--- config.mk ---
export PLATFORM = sky130hd
export DESIGN_NAME = anchor_argmax_box_decode_core
export DESIGN_NICKNAME = d
export VERILOG_FILES = /design/src/design/aabd_pkg.sv /design/src/design/aabd_fifo.sv /design/src/design/aabd_front.sv /design/src/design/aabd_back.sv /design/src/design/anchor_argmax_box_decode_core.sv
export SDC_FILE = /design/constraint.sdc
export NUM_CORES = 2
export LEC_CHECK = 0
export BUFFER_PORTS_ARGS = -buffer_cell sky130_fd_sc_hd__buf_4
export CAP_MARGIN = 20
export CORE_AREA = 2 2 430 603
export CTS_BUF_LIST = sky130_fd_sc_hd__clkbuf_8
export DETAILED_ROUTE_END_ITERATION = 10
export DIE_AREA = 0 0 432 605
export PLACE_DENSITY_LB_ADDON = 0.12
export SLEW_MARGIN = 10
export SYNTH_ARGS = -nofsm -noshare
export SYNTH_HDL_FRONTEND = slang
export SYNTH_SLANG_ARGS = --single-unit
--- constraint.sdc ---
create_clock -name clk -period 7.6 [get_ports clk]
set_input_delay 0.76 -clock clk [delete_from_list [all_inputs] [get_ports clk]]
set_output_delay 0.76 -clock clk [all_outputs]
set_load 0.02 [all_outputs]
--- src/design/aabd_pkg.sv ---
// Shared types and constants for the anchor argmax and box decode block.
package aabd_pkg;

  localparam int COORD_W = 16;
  localparam int SCORE_W = 16;
  localparam int LABEL_W = 10;
  localparam int INDEX_W = 16;
  localparam int LIMIT_W = 13;
  localparam int CORNER_W = 17;
  localparam int NUM_W = 19;
  localparam int PROD_W = 36;
  localparam int FRAC_SHIFT = 13;

  localparam int JOB_DEPTH = 4;
  localparam int OUT_DEPTH = 4;

  localparam int REG_INDEX_W = 3;
  localparam logic [REG_INDEX_W-1:0] REG_PAD_X = 3'd0;
  localparam logic [REG_INDEX_W-1:0] REG_PAD_Y = 3'd1;
  localparam logic [REG_INDEX_W-1:0] REG_SCALE_RATIO = 3'd2;
  localparam logic [REG_INDEX_W-1:0] REG_IMG_WIDTH = 3'd3;
  localparam logic [REG_INDEX_W-1:0] REG_IMG_HEIGHT = 3'd4;
  localparam logic [REG_INDEX_W-1:0] REG_SCORE_THRESHOLD = 3'd5;

  localparam logic [1:0] KIND_BOX = 2'd0;
  localparam logic [1:0] KIND_SCORE = 2'd1;
  localparam logic [1:0] KIND_FRAME = 2'd2;

  typedef struct packed {
    logic [COORD_W-1:0] pad_x;
    logic [COORD_W-1:0] pad_y;
    logic [15:0] scale_ratio;
    logic [LIMIT_W-1:0] img_width;
    logic [LIMIT_W-1:0] img_height;
    logic [SCORE_W-1:0] score_threshold;
  } cfg_t;

  typedef struct packed {
    logic [INDEX_W-1:0] anchor_index;
    logic [LABEL_W-1:0] label;
    logic [SCORE_W-1:0] score;
    logic [COORD_W-1:0] center_x;
    logic [COORD_W-1:0] center_y;
    logic [COORD_W-1:0] box_w;
    logic [COORD_W-1:0] box_h;
  } job_t;

  typedef struct packed {
    logic [INDEX_W-1:0] anchor_index;
    logic [LABEL_W-1:0] label;
    logic [SCORE_W-1:0] score;
    logic [CORNER_W-1:0] left;
    logic [CORNER_W-1:0] top;
    logic [CORNER_W-1:0] right;
    logic [CORNER_W-1:0] bottom;
  } result_t;

endpackage

--- src/design/aabd_fifo.sv ---
// Small register queue used between the front, the back and the result port.
module aabd_fifo #(
  parameter int WIDTH = 8,
  parameter int DEPTH = 4
) (
  input  logic                       clk,
  input  logic                       rst,
  input  logic                       push,
  input  logic [WIDTH-1:0]           wdata,
  input  logic                       pop,
  output logic [WIDTH-1:0]           rdata,
  output logic                       full,
  output logic                       empty,
  output logic [$clog2(DEPTH+1)-1:0] count
);

  localparam int PW = (DEPTH > 1) ? $clog2(DEPTH) : 1;
  localparam int CW = $clog2(DEPTH+1);

  logic [WIDTH-1:0] mem [DEPTH];
  logic [PW-1:0] wr_ptr;
  logic [PW-1:0] rd_ptr;
  logic [CW-1:0] fill;
  logic do_push;
  logic do_pop;

  assign full = (fill == CW'(DEPTH));
  assign empty = (fill == '0);
  assign count = fill;
  assign rdata = mem[rd_ptr];
  assign do_push = push && !full;
  assign do_pop = pop && !empty;

  always_ff @(posedge clk) begin
    if (do_push) begin
      mem[wr_ptr] <= wdata;
    end
  end

  always_ff @(posedge clk) begin
    if (rst) begin
      wr_ptr <= '0;
      rd_ptr <= '0;
      fill <= '0;
    end else begin
      if (do_push) begin
        wr_ptr <= (wr_ptr == PW'(DEPTH-1)) ? '0 : wr_ptr + PW'(1);
      end
      if (do_pop) begin
        rd_ptr <= (rd_ptr == PW'(DEPTH-1)) ? '0 : rd_ptr + PW'(1);
      end
      if (do_push && !do_pop) begin
        fill <= fill + CW'(1);
      end else if (do_pop && !do_push) begin
        fill <= fill - CW'(1);
      end
    end
  end

endmodule

--- src/design/aabd_front.sv ---
// Front end: running argmax over class scores, anchor counter and held box.
module aabd_front #(
  parameter int MAX_CLASSES = 1024,
  parameter int MAX_ANCHORS = 65536
) (
  input  logic                            clk,
  input  logic                            rst,
  input  logic                            accept,
  input  logic [1:0]                      kind,
  input  logic [aabd_pkg::COORD_W-1:0]    center_x,
  input  logic [aabd_pkg::COORD_W-1:0]    center_y,
  input  logic [aabd_pkg::COORD_W-1:0]    box_w,
  input  logic [aabd_pkg::COORD_W-1:0]    box_h,
  input  logic [aabd_pkg::SCORE_W-1:0]    class_score,
  input  logic                            last_score,
  input  logic [aabd_pkg::SCORE_W-1:0]    score_threshold,
  output logic                            job_push,
  output aabd_pkg::job_t                  job
);

  localparam int CW = (MAX_CLASSES > 1) ? $clog2(MAX_CLASSES) : 1;
  localparam int AW = (MAX_ANCHORS > 1) ? $clog2(MAX_ANCHORS) : 1;

  logic [AW-1:0] anchor_count;
  logic [CW-1:0] class_position;
  logic [aabd_pkg::SCORE_W-1:0] best_score;
  logic [CW-1:0] best_label;
  logic [aabd_pkg::COORD_W-1:0] held_center_x;
  logic [aabd_pkg::COORD_W-1:0] held_center_y;
  logic [aabd_pkg::COORD_W-1:0] held_box_w;
  logic [aabd_pkg::COORD_W-1:0] held_box_h;

  logic better;
  logic [aabd_pkg::SCORE_W-1:0] best_score_next;
  logic [CW-1:0] best_label_next;
  logic is_last;

  assign better = class_score > best_score;
  assign best_score_next = better ? class_score : best_score;
  assign best_label_next = better ? class_position : best_label;
  assign is_last = accept && (kind == aabd_pkg::KIND_SCORE) && last_score;

  assign job_push = is_last && (best_score_next > score_threshold);
  assign job.anchor_index = aabd_pkg::INDEX_W'(anchor_count);
  assign job.label = aabd_pkg::LABEL_W'(best_label_next);
  assign job.score = best_score_next;
  assign job.center_x = held_center_x;
  assign job.center_y = held_center_y;
  assign job.box_w = held_box_w;
  assign job.box_h = held_box_h;

  always_ff @(posedge clk) begin
    if (rst) begin
      anchor_count <= '0;
      class_position <= '0;
      best_score <= '0;
      best_label <= '0;
      held_center_x <= '0;
      held_center_y <= '0;
      held_box_w <= '0;
      held_box_h <= '0;
    end else if (accept) begin
      case (kind)
        aabd_pkg::KIND_FRAME: begin
          anchor_count <= '0;
          class_position <= '0;
          best_score <= '0;
          best_label <= '0;
        end
        aabd_pkg::KIND_BOX: begin
          held_center_x <= center_x;
          held_center_y <= center_y;
          held_box_w <= box_w;
          held_box_h <= box_h;
          class_position <= '0;
          best_score <= '0;
          best_label <= '0;
        end
        aabd_pkg::KIND_SCORE: begin
          if (last_score) begin
            anchor_count <= (anchor_count == AW'(MAX_ANCHORS-1)) ? '0 : anchor_count + AW'(1);
            class_position <= '0;
            best_score <= '0;
            best_label <= '0;
          end else begin
            best_score <= best_score_next;
            best_label <= best_label_next;
            if (class_position < CW'(MAX_CLASSES-1)) begin
              class_position <= class_position + CW'(1);
            end
          end
        end
        default: begin
        end
      endcase
    end
  end

endmodule

--- src/design/aabd_back.sv ---
// Back end: letterbox removal, scaling and clamping of the kept boxes.
module aabd_back (
  input  logic                                clk,
  input  logic                                rst,
  input  aabd_pkg::cfg_t                      cfg,
  input  logic                                job_empty,
  input  aabd_pkg::job_t                      job,
  output logic                                job_pop,
  input  logic [$clog2(aabd_pkg::OUT_DEPTH+1)-1:0] out_count,
  output logic                                res_push,
  output aabd_pkg::result_t                   res
);

  localparam int OCW = $clog2(aabd_pkg::OUT_DEPTH+1) + 1;

  typedef struct packed {
    logic [aabd_pkg::INDEX_W-1:0] anchor_index;
    logic [aabd_pkg::LABEL_W-1:0] label;
    logic [aabd_pkg::SCORE_W-1:0] score;
  } meta_t;

  logic v1;
  logic v2;
  meta_t meta1;
  meta_t meta2;
  logic signed [aabd_pkg::NUM_W-1:0] lo_x1, hi_x1, lo_y1, hi_y1;
  logic signed [aabd_pkg::PROD_W-1:0] lo_x2, hi_x2, lo_y2, hi_y2;
  logic signed [aabd_pkg::NUM_W-1:0] ax2, ay2, wx, hy;
  logic signed [16:0] ratio_s;
  logic [OCW-1:0] in_flight;

  // Two doubled offsets per axis: 2*(centre - pad) minus and plus the size.
  assign ax2 = $signed({2'b00, job.center_x, 1'b0}) - $signed({2'b00, cfg.pad_x, 1'b0});
  assign ay2 = $signed({2'b00, job.center_y, 1'b0}) - $signed({2'b00, cfg.pad_y, 1'b0});
  assign wx = $signed({3'b000, job.box_w});
  assign hy = $signed({3'b000, job.box_h});
  assign ratio_s = $signed({1'b0, cfg.scale_ratio});

  // Results in the pipeline plus those already queued must fit in the output queue.
  assign in_flight = OCW'(out_count) + OCW'(v1) + OCW'(v2);
  assign job_pop = !job_empty && (in_flight < OCW'(aabd_pkg::OUT_DEPTH));

  function automatic logic [aabd_pkg::CORNER_W-1:0] clamp_corner(
    input logic signed [aabd_pkg::PROD_W-1:0] prod,
    input logic [aabd_pkg::LIMIT_W-1:0] limit
  );
    logic [aabd_pkg::PROD_W-aabd_pkg::FRAC_SHIFT-2:0] v;
    logic [aabd_pkg::CORNER_W-1:0] lim;
    v = prod[aabd_pkg::PROD_W-2:aabd_pkg::FRAC_SHIFT];
    lim = {limit, 4'b0000};
    if (prod[aabd_pkg::PROD_W-1] || (prod == '0)) begin
      clamp_corner = '0;
    end else if (v > (aabd_pkg::PROD_W-aabd_pkg::FRAC_SHIFT-1)'(lim)) begin
      clamp_corner = lim;
    end else begin
      clamp_corner = v[aabd_pkg::CORNER_W-1:0];
    end
  endfunction

  always_ff @(posedge clk) begin
    if (rst) begin
      v1 <= 1'b0;
      v2 <= 1'b0;
    end else begin
      v1 <= job_pop;
      v2 <= v1;
    end
  end

  always_ff @(posedge clk) begin
    if (job_pop) begin
      meta1.anchor_index <= job.anchor_index;
      meta1.label <= job.label;
      meta1.score <= job.score;
      lo_x1 <= ax2 - wx;
      hi_x1 <= ax2 + wx;
      lo_y1 <= ay2 - hy;
      hi_y1 <= ay2 + hy;
    end
    if (v1) begin
      meta2 <= meta1;
      lo_x2 <= lo_x1 * ratio_s;
      hi_x2 <= hi_x1 * ratio_s;
      lo_y2 <= lo_y1 * ratio_s;
      hi_y2 <= hi_y1 * ratio_s;
    end
  end

  assign res_push = v2;
  assign res.anchor_index = meta2.anchor_index;
  assign res.label = meta2.label;
  assign res.score = meta2.score;
  assign res.left = clamp_corner(lo_x2, cfg.img_width);
  assign res.top = clamp_corner(lo_y2, cfg.img_height);
  assign res.right = clamp_corner(hi_x2, cfg.img_width);
  assign res.bottom = clamp_corner(hi_y2, cfg.img_height);

endmodule

--- src/design/anchor_argmax_box_decode_core.sv ---
// Top level of the anchor argmax and box decode block.
//
// Input channel: drive an item on kind and its fields with push high; it is
// taken at a rising edge where full is low. Box items latch a box, class-score
// items run the argmax, frame-start items clear the anchor counter.
// Result channel: while empty is low the oldest kept anchor sits on the result
// ports; pop high at a rising edge takes that transaction.
// Configuration: cfg_write with cfg_index and cfg_data writes one register in
// the same edge; write only while no transaction is in flight.
// Throughput is one input item per cycle while full is low. The final score
// of a kept anchor passes through the job queue, the offset registers and
// the multiplier registers, and the clamp feeds the result queue. When the
// receiver stalls the result queue fills, the back end stops draining the
// job queue, and full rises once that queue is full.
// Synchronous reset empties both queues, clears the counters and the argmax,
// and loads the registers with their defaults.
module anchor_argmax_box_decode_core #(
  parameter int MAX_CLASSES = 1024,
  parameter int MAX_ANCHORS = 65536
) (
  input  logic                                  clk,
  input  logic                                  rst,
  input  logic                                  cfg_write,
  input  logic [aabd_pkg::REG_INDEX_W-1:0]      cfg_index,
  input  logic [15:0]                           cfg_data,
  input  logic                                  push,
  output logic                                  full,
  input  logic [1:0]                            kind,
  input  logic [aabd_pkg::COORD_W-1:0]          center_x,
  input  logic [aabd_pkg::COORD_W-1:0]          center_y,
  input  logic [aabd_pkg::COORD_W-1:0]          box_w,
  input  logic [aabd_pkg::COORD_W-1:0]          box_h,
  input  logic [aabd_pkg::SCORE_W-1:0]          class_score,
  input  logic                                  last_score,
  output logic                                  empty,
  input  logic                                  pop,
  output logic [aabd_pkg::INDEX_W-1:0]          anchor_index,
  output logic [aabd_pkg::LABEL_W-1:0]          label,
  output logic [aabd_pkg::SCORE_W-1:0]          score,
  output logic [aabd_pkg::CORNER_W-1:0]         left,
  output logic [aabd_pkg::CORNER_W-1:0]         top,
  output logic [aabd_pkg::CORNER_W-1:0]         right,
  output logic [aabd_pkg::CORNER_W-1:0]         bottom
);

  localparam int JOB_W = $bits(aabd_pkg::job_t);
  localparam int RES_W = $bits(aabd_pkg::result_t);
  localparam int JCW = $clog2(aabd_pkg::JOB_DEPTH+1);
  localparam int OCW = $clog2(aabd_pkg::OUT_DEPTH+1);

  aabd_pkg::cfg_t cfg;
  aabd_pkg::job_t job_in;
  aabd_pkg::job_t job_out;
  aabd_pkg::result_t res_in;
  aabd_pkg::result_t res_out;
  logic accept;
  logic job_push;
  logic job_pop;
  logic job_empty;
  logic [JCW-1:0] job_count;
  logic res_push;
  logic res_full;
  logic [OCW-1:0] res_count;

  assign accept = push && !full;

  always_ff @(posedge clk) begin
    if (rst) begin
      cfg.pad_x <= '0;
      cfg.pad_y <= '0;
      cfg.scale_ratio <= 16'd4096;
      cfg.img_width <= 13'd640;
      cfg.img_height <= 13'd640;
      cfg.score_threshold <= 16'd16384;
    end else if (cfg_write) begin
      case (cfg_index)
        aabd_pkg::REG_PAD_X: cfg.pad_x <= cfg_data;
        aabd_pkg::REG_PAD_Y: cfg.pad_y <= cfg_data;
        aabd_pkg::REG_SCALE_RATIO: cfg.scale_ratio <= cfg_data;
        aabd_pkg::REG_IMG_WIDTH: cfg.img_width <= cfg_data[aabd_pkg::LIMIT_W-1:0];
        aabd_pkg::REG_IMG_HEIGHT: cfg.img_height <= cfg_data[aabd_pkg::LIMIT_W-1:0];
        aabd_pkg::REG_SCORE_THRESHOLD: cfg.score_threshold <= cfg_data;
        default: begin
        end
      endcase
    end
  end

  aabd_front #(
    .MAX_CLASSES(MAX_CLASSES),
    .MAX_ANCHORS(MAX_ANCHORS)
  ) u_front (
    .clk(clk),
    .rst(rst),
    .accept(accept),
    .kind(kind),
    .center_x(center_x),
    .center_y(center_y),
    .box_w(box_w),
    .box_h(box_h),
    .class_score(class_score),
    .last_score(last_score),
    .score_threshold(cfg.score_threshold),
    .job_push(job_push),
    .job(job_in)
  );

  aabd_fifo #(
    .WIDTH(JOB_W),
    .DEPTH(aabd_pkg::JOB_DEPTH)
  ) u_job_q (
    .clk(clk),
    .rst(rst),
    .push(job_push),
    .wdata(job_in),
    .pop(job_pop),
    .rdata(job_out),
    .full(full),
    .empty(job_empty),
    .count(job_count)
  );

  aabd_back u_back (
    .clk(clk),
    .rst(rst),
    .cfg(cfg),
    .job_empty(job_empty),
    .job(job_out),
    .job_pop(job_pop),
    .out_count(res_count),
    .res_push(res_push),
    .res(res_in)
  );

  aabd_fifo #(
    .WIDTH(RES_W),
    .DEPTH(aabd_pkg::OUT_DEPTH)
  ) u_res_q (
    .clk(clk),
    .rst(rst),
    .push(res_push),
    .wdata(res_in),
    .pop(pop),
    .rdata(res_out),
    .full(res_full),
    .empty(empty),
    .count(res_count)
  );

  assign anchor_index = res_out.anchor_index;
  assign label = res_out.label;
  assign score = res_out.score;
  assign left = res_out.left;
  assign top = res_out.top;
  assign right = res_out.right;
  assign bottom = res_out.bottom;

`ifndef SYNTH
  a_job_no_overflow: assert property (@(posedge clk) disable iff (rst)
    job_push |-> (job_count != JCW'(aabd_pkg::JOB_DEPTH)))
    else $error("job queue written while full");

  a_res_no_overflow: assert property (@(posedge clk) disable iff (rst)
    res_push |-> !res_full)
    else $error("result queue written while full");

  a_pop_needs_job: assert property (@(posedge clk) disable iff (rst)
    job_pop |-> !job_empty)
    else $error("back end took a job from an empty queue");

  a_reset_empty: assert property (@(posedge clk)
    rst |=> (empty && !full))
    else $error("queues not cleared by reset");
`endif

endmodule

=== Yosys cells after proc, flatten, opt, wreduce, memory -nomap -nowiden ===
Memories as Yosys holds them, arrays and structs flattened. A register that Yosys moved wholly into a read port is not among the register bits.
Cells that the tools add are included.

* Add/subtract/negate cells: 18
* $mul: 4
* $lt $le $gt $ge: 8
* Eq/ne operators: 16
* Muxes and demuxes: 36
* Reductions and logical operators: 48

{| class="wikitable"
|+ Operator list
! cell !! count
|-
| logical NOT 36 bit || 4
|-
| multiplier 19 x 17 -> 36 bit || 4
|-
| two-way mux 17 bit || 8
|-
| greater-than comparator 22 x 17 -> 1 bit || 4
|-
| two-way mux 16 bit || 4
|-
| case mux 16 bit (2 select lines) || 2
|-
| two-way mux 10 bit || 4
|-
| case mux 10 bit (2 select lines) || 2
|-
| adder 19 x 17 -> 19 bit || 2
|-
| subtractor 19 x 17 -> 19 bit || 2
|-
| subtractor 17 x 17 -> 18 bit || 2
|-
| greater-than comparator 16 bit || 2
|-
| adder 16 x 1 -> 16 bit (second input constant) || 1
|-
| == test 16 bit (second input constant) || 1
|-
| two-way mux 2 bit || 8
|-
| AND reduction 2 bit || 8
|-
| logical AND 1 bit || 13
|-
| == test 3 bit (second input constant) || 4
|-
| two-way mux 3 bit || 4
|-
| adder 10 x 1 -> 10 bit (second input constant) || 1
|-
| == test 2 bit (second input constant) || 5
|-
| less-than comparator 10 bit (second input constant) || 1
|-
| logical NOT 3 bit || 3
|-
| adder 2 x 1 -> 2 bit (second input constant) || 4
|-
| 17 further kinds || 37
|}

* Bits in registers: 526
* Memory bits (writable): 864
* Bits of input ports: 107
* Memories: 2

{| class="wikitable"
|+ Memory list
! name !! words !! bits a word !! read ports !! clocked after memory_dff !! write ports !! RTL line !! RTL
|-
| u_res_q.mem || 4 || 110 || 1 || 1 || 1 || aabd_fifo.sv:20 || <nowiki>logic [WIDTH-1:0] mem [DEPTH];</nowiki>
|-
| u_job_q.mem || 4 || 106 || 1 || 1 || 1 || aabd_fifo.sv:20 ||
|}

=== Depth between registers and ports, before layout ===
* Depth after elaboration: 11
* Depth in mapped cells: 27
* Depth with buffers taken out: 26

=== Modules after synthesis ===
Synthesis repeated with hierarchy kept, for this count alone.

* Cells, all modules: 8761
* Area, all modules: 103250.3 um2

{| class="wikitable"
|+ Modules (own cells, without submodules)
! module !! times used !! cells each !! area each (um2) !! sequential area each (um2)
|-
| aabd_back || 1 || 6576 || 61903.1 || 9048.7
|-
| aabd_fifo (u_res_q) || 1 || 624 || 16375.7 || 13392.8
|-
| aabd_fifo (u_job_q) || 1 || 604 || 15758.9 || 12912.4
|-
| aabd_front || 1 || 636 || 5654.2 || 2322.2
|-
| anchor_argmax_box_decode_core || 1 || 321 || 3558.4 || 1801.7
|}

=== Least setup slack after synthesis ===
No wires, ideal clock.

* Kind: register -> register
* From: register u_back.v1
* To: register u_back.hi_x1[0] (netlist bit) (enable)
* Arrival time: 6.251 ns
* Data required time: 6.828 ns
* Setup slack: 0.577 ns
* Stages on the path, launching flop included: 4
* Path buffers: 0
* Period minus slack after synthesis: 7.023 ns
* Cell sequence: dfxtp_1 > a21o_1 > a211o_1 > inv_1

* Word-level cells in the longest chain between the ends: 4

{| class="wikitable"
|+ Ends and longest elaborated chain
! what !! RTL line !! RTL
|-
| start, declared || aabd_back.sv:22 || <nowiki>logic v1;</nowiki>
|-
| start signal, assigned || aabd_back.sv:65 || <nowiki>v1 <= job_pop;</nowiki>
|-
| adder 3 x 1 -> 4 bit || aabd_back.sv:40 || <nowiki>assign in_flight = OCW'(out_count) + OCW'(v1) + OCW'(v2);</nowiki>
|-
| adder 4 x 1 -> 4 bit || aabd_back.sv:40 ||
|-
| less-than comparator 4 x 3 -> 1 bit || aabd_back.sv:41 || <nowiki>assign job_pop = !job_empty && (in_flight < OCW'(aabd_pkg::OUT_DEPTH));</nowiki>
|-
| logical AND 1 bit || aabd_back.sv:41 ||
|-
| via job_pop || anchor_argmax_box_decode_core.sv:58 || <nowiki>logic job_pop;</nowiki>
|-
| end signal, assigned || aabd_back.sv:76 || <nowiki>hi_x1 <= ax2 + wx;</nowiki>
|-
| end, declared || aabd_back.sv:26 || <nowiki>logic signed [aabd_pkg::NUM_W-1:0] lo_x1, hi_x1, lo_y1, hi_y1;</nowiki>
|}

The timed path passes the listed nets, and every way through them passes these cells.
A chain may end at the register's enable or synchronous reset.

=== Worst setup path after layout ===
* From: register, netlist name cfg[44]
* To: register u_back.hi_y2[34] (netlist bit), data pin

* Word-level cells in the longest chain between the ends: 1

{| class="wikitable"
|+ Ends and longest elaborated chain
! what !! RTL line !! RTL
|-
| multiplier 19 x 17 -> 36 bit || aabd_back.sv:85 || <nowiki>hi_y2 <= hi_y1 * ratio_s;</nowiki>
|-
| end signal, assigned || aabd_back.sv:85 ||
|-
| end, declared || aabd_back.sv:27 || <nowiki>logic signed [aabd_pkg::PROD_W-1:0] lo_x2, hi_x2, lo_y2, hi_y2;</nowiki>
|}

Every way passes these cells.

==> reports/qor.csv <==
metric,value,unit
fin_crit_sh,92.2,%
status,completed,
power_leakage,48.4,nW
reg2regPathDepth,21,
p_sw,0.0158,W
cts_buffer_depth,4,
synth_top_area_cell,edfxtp_1,
fp.dieArea,0.261,mm²
cts_root_buf,clkbuf_8,
dr_wl_met2,155000,µm
internal_power,0.0206,W
synthCells,8791,
regToRegEndpoint,u_back.hi_y2[34],
synth.most_common_cell,inv_1,
path_class,reg -> reg,
swShare,43.4,%
clockPowerShare,18.7,%
top_layer,met5,
p_seq_share,32.4,%
syn_nets,10700,
synth_common_cells,"1,713 x inv_1, 1,234 x fa_1, 1,164 x edfxtp_1",
cts.sinks,1390,
synth_area_per_cell,11.6,µm²
drt_iter0_markers,3516,
tightest_slew,1.14,ns
yosysWarnings,0,
worstPathMaxFanout,16,
hold_path_class,in -> reg,
vias,64700,
hold_depth,3,
dp.cells,12200,
cts_tree,built,
start_util,39.9,%
path_clk_slew,0.06,ns
whs_endpoint,u_front.held_center_y[15],
synth_area_leaders,"edfxtp_1 34%, fa_1 24%, ha_1 6.8%, inv_1 6.3%, mux4_2 4.8%",
crit_required,8.35,ns
multi_input_area,0.0548,mm²
postPlaceCellArea,0.108,mm²
period_needed,7.01,ns
drt-total-wl,288000,µm
maxClockFrequency,143,MHz
synth.distinct_cells,78,
worstSetupStartpointType,flop,
grt_pass1_vias,71500,
crit_top_cell,fa_1,
fin_util,44.4,%
slowest_delay,0.68,ns
die_w,432,µm
setup_viol,0,
ff2ff_setup_slack,0.59,ns
drc,0,
r2r-start,cfg[44],
die_h,605,µm
synth_edf_count,1164,
fillers,24000,
combPwrFrac,49.0,%
io_pins,219,
synth-seq-cells,1390,
final_max_slew_viol_count,0,
dr.pass1.iters,8,
area_delta_synth_final,11.3,%
row_count,220,
cts_setup_buffers,0,
final_cell_area,0.114,mm²
coreArea,0.256,mm²
final_hold_viol_count,0,
wire_per_inst,22.8,µm
drv_cap,0,
drtAntennaViolNets,0,
hold_start,center_y[15],
cts_inserted_buffers,234,
track_usage,22.4,%
tns,0,ns
relSlewSlack,23.5,%
grt_overflow,0,
synth_area,0.102,mm²
met3_wirelength,9790,µm
hpwlAfterDp,221000,µm
critPathSlowestCell,dfxtp_2,
irDropWorstVdd,0.000308,V
cts.repair.resized,0,
drive_above_1_share,10.7,%
register_area,0.0395,mm²
nets,11000,
synth_top_area_share,34.3,%
vias_per_cell,5.11,
cp_data_arrival_time,7.76,ns
grt_start_max_net_pins,95,
wl_met1,109000,µm
synth_top_flop_cell,edfxtp_1,
cp-end-kind,flop,
p_per_area,321,mW/mm²
htreeDepth,4,
worst_clock_skew,0.156,ns
gp_routability_congestion,0.885,
rsz0062_at_grt,no,
seq_area_frac_synth,38.7,%
crit_chain,"buf_4, nand2_1, fa_1, fa_1, fa_1, fa_1, inv_1, fa_1, inv_1, fa_1, inv_1, ha_1, a21oi_1, nor2_1, a211oi_1, nand2_1, o221ai_1, o21ai_0, a21boi_0, o31ai_1, xor2_1",
layout.cells.non_filler,12700,
power.total,0.0364,W
synthArstFlopShare,0,%
antenna_found_initial,8,
clock_latency,1.06,ns
grt_pass1_wl,438000,µm
port_buffers,218,
worst max path at each step:
stage	start	to	slack, ns	depth (start not counted)
6_report	cfg[44]	u_back.hi_y2[34]	0.59	21
5_1_grt	cfg[44]	u_back.hi_y2[34]	0.20	21
4_1_cts	cfg[49]	u_back.hi_x2[34]	0.60	23
3_5_place_dp	cfg[49]	u_back.hi_x2[34]	0.53	23
3_3_place_gp	cfg[44]	u_back.hi_y2[34]	0.61	21
2_1_floorplan	u_back.v1	u_back.hi_x1[0]	0.58	3
area by class of cell:
type / count / area share, %
multi-input cells: 5336 / 48.3
flip-flops and latches: 1390 / 34.8
inverters: 1714 / 5.67
well taps: 3330 / 3.67
repair buffers: 448 / 3.37
clock buffers: 266 / 3.22
clock inverters: 164 / 0.932
diodes: 11 / 0.0242
layer usage:
metal  vias to the layer above  global-route usage [%]
met5                         -                       0
met4                         8                    10.2
met3                       561                    2.55
met2                      1322                    42.1
met1                     33700                    25.3
li1                      29100                       -
logic make-up (layout without fill, tap and decap cells):
family                   count (synthesis)  after routing  synth area share (%)
AO/OA/AOI/OAI                          818            818                  5.06
XOR/XNOR                               241            241                  2.07
adder cells (fa/ha/maj)               1791           1791                  31.0
buffers and inverters                 2065           2592                  7.62
flip-flops                            1390           1390                  38.7
multiplexers                           276            276                  5.37
other                                    0             11                     0
AND/OR/NAND/NOR                       2210           2210                  10.1
metrics by stage:
step	hold slack, ns	setup WS [ns]
3_5_place_dp	0.405	0.526
2_1_floorplan	0.400	0.577
4_1_cts	0.00109	0.604
6_report	0.0918	0.592
5_1_grt	0.0382	0.201
3_3_place_gp	0.402	0.606
layout by cell type, fill, tap and decap left out, types with 25 or more instances in the layout:
cell type	instances
dlygate4sd3_1	62
nand2_1	1155
o21ai_0	108
dfxtp_1	205
nor2_1	217
o21a_1	37
mux4_2	216
nor3_1	42
fa_1	1234
xnor2_1	174
nand2b_1	41
a21oi_1	355
buf_4	361
xor2_1	67
mux2i_1	48
and2_1	482
ha_1	557
o21bai_1	25
clkinv_2	30
nand3_1	60
a22o_1	28
inv_1	1788
clkinv_1	37
nor2b_1	38
o31ai_1	25
clkbuf_8	266
nand4_1	35
and3_1	32
nor4_1	27
a21o_1	88
edfxtp_1	1164
sequential cells by signal (all words and copies together) (netlist names), 19 cells and up, named ones only:
register      cells
u_back.res       42
u_back.hi_x1     19
u_back.lo_y2     35
cfg              90
u_job_q.mem     424
u_back.hi_x2     36
u_back.hi_y2     36
u_back.lo_x2     35
u_res_q.mem     440
u_back.hi_y1     19
u_back.meta1     42
worst max-delay path, delay by kind of cell, from the launching register on:
| kind | cells | cell delay (ns) |
|---|---|---|
| adders and majority gates | 7 | 3.45 |
| buffers and inverters | 4 | 0.49 |
| AOI/OAI and AO/OA | 6 | 1.76 |
| DFF | 1 | 0.68 |
| and+or+nand+nor | 3 | 0.32 |
| xor gates and xnor gates | 1 | 0.15 |
power groups by stage:
stage	Sequential, W	Clock (W)	Combinational [W]
detailed placement	0.0119	0	0.0181
finish	0.0118	0.00680	0.0178
CTS	0.0118	0.00703	0.0182
global placement	0.0119	0	0.0180
floorplan	0.0110	0	0.0121
global route	0.0119	0.00734	0.0199
repair_timing:
item	CTS	global route
hold buffers	62	0
endpoints found under the hold margin	62	0
setup endpoints to repair	0	0
(Power assumes the default switching activity.)
